## src/hw/rtl/ltq_pkg.sv

```systemverilog
// Shared types and constants for the lease table.
package ltq_pkg;

	localparam int ID_W     = 32;
	localparam int TEN_W    = 16;
	localparam int TIME_W   = 48;
	localparam int GEN_W    = 48;
	localparam int LEASE_W  = 32;
	localparam int LIM_W    = 7;
	localparam int CMD_W    = 3;
	localparam int STAT_W   = 4;
	localparam int ECNT_W   = 7;
	localparam int CFG_IDX_W = 3;
	localparam int CFG_DAT_W = 32;
	// counters sized for the largest supported table
	localparam int MAX_DEPTH = 1024;
	localparam int CNT_W    = $clog2(MAX_DEPTH + 1);

	localparam logic [CMD_W-1:0] CMD_HEARTBEAT = 3'd0;
	localparam logic [CMD_W-1:0] CMD_REMOVE    = 3'd1;
	localparam logic [CMD_W-1:0] CMD_REMOVE_DEV = 3'd2;
	localparam logic [CMD_W-1:0] CMD_EXPIRE    = 3'd3;
	localparam logic [CMD_W-1:0] CMD_LOOKUP    = 3'd4;

	localparam logic [STAT_W-1:0] ST_INSERTED  = 4'd0;
	localparam logic [STAT_W-1:0] ST_REFRESHED = 4'd1;
	localparam logic [STAT_W-1:0] ST_INVALID   = 4'd2;
	localparam logic [STAT_W-1:0] ST_CONFLICT  = 4'd3;
	localparam logic [STAT_W-1:0] ST_FULL      = 4'd4;
	localparam logic [STAT_W-1:0] ST_DEVICE    = 4'd5;
	localparam logic [STAT_W-1:0] ST_TENANT    = 4'd6;
	localparam logic [STAT_W-1:0] ST_DONE      = 4'd7;
	localparam logic [STAT_W-1:0] ST_FOUND     = 4'd8;
	localparam logic [STAT_W-1:0] ST_ABSENT    = 4'd9;

	localparam logic [CFG_IDX_W-1:0] REG_CAPACITY = 3'd0;
	localparam logic [CFG_IDX_W-1:0] REG_DEV_LIM  = 3'd1;
	localparam logic [CFG_IDX_W-1:0] REG_TEN_LIM  = 3'd2;
	localparam logic [CFG_IDX_W-1:0] REG_DEF_LEASE = 3'd3;
	localparam logic [CFG_IDX_W-1:0] REG_MAX_LEASE = 3'd4;

	typedef enum logic [2:0] {
		M_HBFIND = 3'd0,
		M_LOOKUP = 3'd1,
		M_REMOVE = 3'd2,
		M_DEVDEL = 3'd3,
		M_EXPDEL = 3'd4,
		M_COUNT  = 3'd5,
		M_INSERT = 3'd6,
		M_ERASE  = 3'd7
	} mode_t;

	typedef struct packed {
		logic [CMD_W-1:0]   cmd;
		logic [ID_W-1:0]    device;
		logic [ID_W-1:0]    endpoint;
		logic [TEN_W-1:0]   tenant_id;
		logic [LEASE_W-1:0] lease_ms;
		logic [TIME_W-1:0]  time_now;
	} req_t;

	typedef struct packed {
		logic [STAT_W-1:0]  status;
		logic [GEN_W-1:0]   generation;
		logic [TIME_W-1:0]  expiry_time;
		logic [ECNT_W-1:0]  entry_count;
		logic [TEN_W-1:0]   owner_tenant;
	} rsp_t;

	// word handed from cell to cell
	typedef struct packed {
		logic              vld;
		mode_t             mode;
		logic [ID_W-1:0]   dev;
		logic [ID_W-1:0]   ep;
		logic [TEN_W-1:0]  ten;
		logic [TIME_W-1:0] now;
		logic [TIME_W-1:0] expiry;
		logic [GEN_W-1:0]  gen;
		logic              erase_vld;
		logic [TEN_W-1:0]  erase_ten;
		logic [ID_W-1:0]   erase_dev;
		logic              hit;
		logic              live;
		logic [TEN_W-1:0]  hit_ten;
		logic [ID_W-1:0]   hit_dev;
		logic [GEN_W-1:0]  hit_gen;
		logic [TIME_W-1:0] hit_exp;
		logic [CNT_W-1:0]  live_cnt;
		logic [CNT_W-1:0]  dev_cnt;
		logic [CNT_W-1:0]  ten_cnt;
		logic              ten_dev;
		logic              slot_ok;
		logic              pslot_ok;
		logic              ins_ent;
		logic              ins_pair;
	} tok_t;

endpackage

```

## src/hw/rtl/ltq_cell.sv

```systemverilog
// One table slot plus one tenant-device pair slot; acts on the passing word.
module ltq_cell
	import ltq_pkg::*;
(
	input  logic clk,
	input  logic arst_n,
	input  tok_t tok_i,
	output tok_t tok_o
);

	logic              v_q, pv_q;
	logic [ID_W-1:0]   dev_q, ep_q, pdev_q;
	logic [TEN_W-1:0]  ten_q, pten_q;
	logic [GEN_W-1:0]  gen_q;
	logic [TIME_W-1:0] exp_q;
	tok_t              tok_q;

	tok_t t;
	logic v_d, pv_d, ent_wr, ref_wr, pair_wr;
	logic key_hit, alive, erase_hit, pv_eff;

	always_comb begin
		t = tok_i;
		v_d = v_q;
		pv_d = pv_q;
		ent_wr = 1'b0;
		ref_wr = 1'b0;
		pair_wr = 1'b0;
		key_hit = v_q && dev_q == tok_i.dev && ep_q == tok_i.ep;
		alive = exp_q > tok_i.now;
		erase_hit = tok_i.vld && tok_i.erase_vld && pv_q && pten_q == tok_i.erase_ten
			&& pdev_q == tok_i.erase_dev;
		pv_eff = pv_q && !erase_hit;
		if (tok_i.vld) begin
			if (erase_hit) begin
				pv_d = 1'b0;
				t.erase_vld = 1'b0;
			end
			case (tok_i.mode)
				M_HBFIND: begin
					if (key_hit) begin
						t.hit = 1'b1;
						t.live = alive;
						t.hit_ten = ten_q;
						t.hit_dev = dev_q;
						if (!alive) begin
							v_d = 1'b0;
						end else if (ten_q == tok_i.ten) begin
							ref_wr = 1'b1;
						end
					end
				end
				M_LOOKUP: begin
					if (key_hit) begin
						t.hit = 1'b1;
						t.live = alive;
						t.hit_ten = ten_q;
						t.hit_gen = gen_q;
						t.hit_exp = exp_q;
					end
				end
				M_REMOVE: begin
					if (key_hit) begin
						v_d = 1'b0;
						t.hit = 1'b1;
						t.hit_ten = ten_q;
						t.hit_dev = dev_q;
					end
				end
				M_DEVDEL, M_EXPDEL: begin
					if (!tok_i.hit && v_q && ((tok_i.mode == M_DEVDEL && dev_q == tok_i.dev)
							|| (tok_i.mode == M_EXPDEL && !alive))) begin
						v_d = 1'b0;
						t.hit = 1'b1;
						t.hit_ten = ten_q;
						t.hit_dev = dev_q;
					end
				end
				M_COUNT: begin
					if (v_q) begin
						t.live_cnt = tok_i.live_cnt + 1'b1;
						if (dev_q == tok_i.dev) begin
							t.dev_cnt = tok_i.dev_cnt + 1'b1;
						end
					end else begin
						t.slot_ok = 1'b1;
					end
					if (pv_eff) begin
						if (pten_q == tok_i.ten) begin
							t.ten_cnt = tok_i.ten_cnt + 1'b1;
							if (pdev_q == tok_i.dev) begin
								t.ten_dev = 1'b1;
							end
						end
					end else begin
						t.pslot_ok = 1'b1;
					end
				end
				M_INSERT: begin
					// first free slot takes the entry, first free pair slot the pair
					if (tok_i.ins_ent && !v_q) begin
						v_d = 1'b1;
						ent_wr = 1'b1;
						t.ins_ent = 1'b0;
					end
					if (tok_i.ins_pair && !pv_q) begin
						pv_d = 1'b1;
						pair_wr = 1'b1;
						t.ins_pair = 1'b0;
					end
				end
				default: begin
				end
			endcase
		end
	end

	always_ff @(posedge clk or negedge arst_n) begin
		if (!arst_n) begin
			v_q <= 1'b0;
			pv_q <= 1'b0;
			tok_q <= '0;
		end else begin
			v_q <= v_d;
			pv_q <= pv_d;
			tok_q <= t;
		end
	end

	always_ff @(posedge clk) begin
		if (ent_wr) begin
			dev_q <= tok_i.dev;
			ep_q <= tok_i.ep;
			ten_q <= tok_i.ten;
		end
		if (ent_wr || ref_wr) begin
			exp_q <= tok_i.expiry;
			gen_q <= tok_i.gen;
		end
		if (pair_wr) begin
			pten_q <= tok_i.ten;
			pdev_q <= tok_i.dev;
		end
	end

	assign tok_o = tok_q;

endmodule

```

## config.mk

```make
export PLATFORM = sky130hd
export DESIGN_NAME = ltq_cell
export DESIGN_NICKNAME = d
export VERILOG_FILES = /design/src/hw/rtl/ltq_pkg.sv /design/src/hw/rtl/ltq_cell.sv
export SDC_FILE = /design/constraint.sdc
export NUM_CORES = 1
export LEC_CHECK = 0
export BUFFER_PORTS_ARGS = -buffer_cell sky130_fd_sc_hd__buf_2
export CORE_AREA = 5 5 352 354
export CTS_CLUSTER_DIAMETER = 40
export DETAILED_ROUTE_END_ITERATION = 8
export DIE_AREA = 0 0 357 359
export SLEW_MARGIN = 40
export SYNTH_ARGS = -nofsm -noshare
export SYNTH_HDL_FRONTEND = slang
export SYNTH_SLANG_ARGS = --single-unit
```

## constraint.sdc

```tcl
create_clock -name clk -period 5.7 [get_ports clk]
set_input_delay 1.14 -clock clk [delete_from_list [all_inputs] [get_ports clk]]
set_output_delay 1.14 -clock clk [all_outputs]
set_load 0.02 [all_outputs]
```

==> results by group <==
Outcome
  – Status: completed

Synthesis
  – Post-synthesis sequential element count: slightly below 700
  – Main area contributors after synthesis: dfrtp_1, edfxtp_1, mux2_2
  – Post-synth EDFFs: 224
  – Area of the mapped netlist: about 24,000 um^2
  – Gate Count Post-Synth: 1,408
  – Main synth FF type: dfrtp_1
  – Yosys top cell by area: dfrtp_1
  – Ys Warns: 0
  – Synth Net Count: a little under 2,000
  – Async SR Flop Fraction: between 60% and 70%
  – Sequential element share of the synthesized area: around three quarters
  – Syn Area/Cell: 17.2 um^2
  – Count of different cell masters after synthesis: between 50 and 60
  – Yosys top cell area share: 48.0%

Finish
  – P&R area growth vs syn: 43.9%
  – Number of nets in the layout: ~3,000
  – Most frequent cells in the layout: buf_2, dfrtp_1, edfxtp_1, mux2_2, xnor2_1
  – Post-route insts no fill: around 4,200
  – Post-layout instance area: roughly 35,000 um^2
  – Commonest non-fill, non-tap cell in the layout: buf_2
  – Share of layout cells above drive strength 1: 50.9%

GRT
  – GR Overflow Total: 0
  – Initial antenna violation count: 37
  – Total GRT Usage: between 10% and 20%
  – Pin count of the biggest net entering global routing: between 100 and 150
  – First-pass GRT wire length: ~130 mm
  – Vias in the first global route: 17,100

Detailed routing
  – Drt wl/cell: ~23 um
  – DRT met1 WL: roughly 40 mm
  – WL met2: around 47 mm
  – Drt total wl: 97.9 mm
  – DR pass1 iterations: 4
  – Post-route DRC: 0
  – Met3 routed WL: 9.35 mm
  – DR vias: 16,300
  – Drt via density: between 3 and 4
  – Max layer used: met5
  – Starting DRT DRC Count: about 1,100
  – ANT nets after route: 0

Worst setup path
  – Critical Path AT: around 4.4 ns
  – Most used cell, CP: a21oi_1
  – Setup CP Type: in -> reg
  – Worst path required time: approximately 6.3 ns
  – Worst setup SP type: input port
  – CP Max Fanout: 32
  – Critical-path cell with the highest stage delay: a21oi_1
  – RR Startpoint: exp_q[19]
  – CP Cell Sequence: buf_2, inv_1, ha_1, a21oi_1, a21oi_1, o311a_1, a2111o_1, and2_4, a211oi_4, buf_12, mux2_2
  – CP Launch Point: tok_i[348]
  – Crit path max-delay family: compound AO/OA/AOI/OAI gates
  – Buffer and inverter count on the worst path: 3
  – Critical Path Sink Type: flip-flop
  – Crit-path max cell delay: roughly 0.61 ns

Timing
  – RSZ-0062 raised after global routing: false
  – Slew headroom: between 50% and 60%
  – Hold Fails Final Rpt: 0
  – Tcrit/Tclk final: between 60 and 70%
  – Final Slew Violations: 0
  – Least-Margin Pin Slew: between 0.7 and 0.8 ns
  – Final setup vio count: 0
  – Fmax: between 200 and 300 MHz
  – TNS Setup: 0 ns
  – Final min period: around 3.8 ns
  – Final setup margin: roughly 1.9 ns
  – Worst Skew: ~0.048 ns

Clock tree
  – Postcts setup bufs: 0
  – Hold_buf cts: 0
  – Clock Sinks: about 690
  – Post-CTS sizing: 0
  – Clock insertion delay at the later pin of the skew report: ~0.7 ns
  – Clock tree buffer depth: 3
  – Clk slew on worst S/H paths: around 0.05 ns
  – H-tree levels: 3
  – CTS tree: built
  – Clk Tree Root Cell: clkbuf_16
  – Cts bufs inserted: 104

Power and ir drop
  – P_sw: approximately 3.4 mW
  – Internal: 9.60 mW
  – Gate power share: between 8 and 9%
  – Clock power frac: between 50% and 60%
  – Power Density: between 300 and 400 nW/um^2
  – Sw frac: about a quarter
  – Reg power frac: 41.5%
  – Worst VDD drop: 267 uV
  – P_leak: ~15 nW

Die
  – Starting Density: 20.0%
  – Placeable Area: approximately 120,000 um^2
  – IO Pins: approximately 900
  – Die W: 357 um
  – Die ar.: ~130,000 um^2
  – DIE HEIGHT: between 300 and 400 um
  – Num rows: roughly 130

Place
  – Post-placement cell area: 31,000 um^2
  – Hpwl dp: 79.4 mm
  – DP Cell Count: between 3,000 and 4,000
  – GP Congestion: roughly 0.85
  – # port buffers: between 900 and 1,000
  – Pre-CTS WS: 1.08 ns

Hold path
  – Hold/Removal Path Class: in -> async

Flow run
  – Max Cap Viol: 0
power by group through the flow:
stage | Clock, mW | Sequential, mW | Combinational, mW
global placement | 0 | 5.49 | 1.11
floorplan | 0 | 5.68 | 0.215
CTS | 6.66 | 5.40 | 1.12
global route | 6.90 | 5.42 | 1.18
finish | 6.50 | 5.40 | 1.10
detailed placement | 0 | 5.49 | 1.12
cells in the mapped netlist, types with 3 or more instances:
cell type / count
buf_2: 7
xor2_1: 76
or2_2: 4
a21oi_1: 22
nor3_1: 10
nor2b_1: 5
dfrtp_1: 463
a21o_1: 4
xnor2_1: 130
nand3_1: 23
buf_6: 3
buf_1: 5
nand4_1: 47
ha_1: 51
clkbuf_1: 4
and3_1: 10
nor2_1: 12
o21ai_0: 7
nand2_1: 29
and2_1: 3
mux2_2: 142
inv_1: 62
nor4_1: 25
edfxtp_1: 224
mux2_1: 4
layout make-up:
| class | count | area, um^2 |
|---|---|---|
| Fill cell | 12400 | 86000 |
| Sequential cell | 687 | 18300 |
| Multi-Input combinational cell | 640 | 5520 |
| Timing Repair Buffer | 956 | 4970 |
| Clock buffer | 124 | 2810 |
| Tap cell | 1625 | 2030 |
| Clock inverter | 73 | 833 |
| Inverter | 62 | 235 |
| Antenna cell | 9 | 22.5 |
worst paths after layout:
check	end	slack (ns)	cells past startpoint
max in group asynchronous	tok_o[75]	3.97	3
hold reg to reg	tok_o[132]	0.47	1
setup / recovery	tok_o[135]	1.89	11
hold / removal	tok_o[449]	0.31	1
setup reg to reg	tok_o[135]	2.08	9
min in group clk	tok_o[132]	0.47	1
flip-flops by register name, indices dropped and copies added, names as in the netlist:
signal  count
tok_o     461
dev_q      32
v_q         1
gen_q      48
pten_q     16
pv_q        1
ep_q       32
pdev_q     32
ten_q      16
exp_q      48
cells by family (layout without fill, tap and decap cells):
group           count (synthesis)  in the layout  synth area share [%]
compound gates                 59             59                  1.71
xor+xnor                      206            206                  7.47
fa+ha+maj                      51             51                  2.64
buf+inv                        81           1215                  1.39
flops                         687            687                  75.8
mux                           147            147                  6.85
other cells                     0              9                     0
simple gates                  177            177                  4.11
worst register-to-register path: cells and delay by family, from the launching register on:
kind,cells,cell delay [ns]
AOI/OAI and AO/OA,5,1.93
muxes,1,0.43
buffers and inverters,1,0.25
and+or+nand+nor,1,0.16
adders and majority gates,1,0.34
DFF,1,0.41
layer usage:
layer	up-vias	global-route usage [%]
li1	7112	-
met1	8172	18.4
met3	149	5.00
met4	24	4.76
met2	801	24.0
met5	-	0
per-stage QoR:
step	util [%]	total power, mW	hold slack (ns)
after floorplan	-	5.90	0.455
after global placement	25.7	6.60	0.457
after detailed placement	25.7	6.61	0.462
after CTS	28.7	13.2	0.445
after global routing	28.8	13.5	0.283
final	28.8	13.0	0.314
No activity file was read; power rests on OpenSTA's default activity.
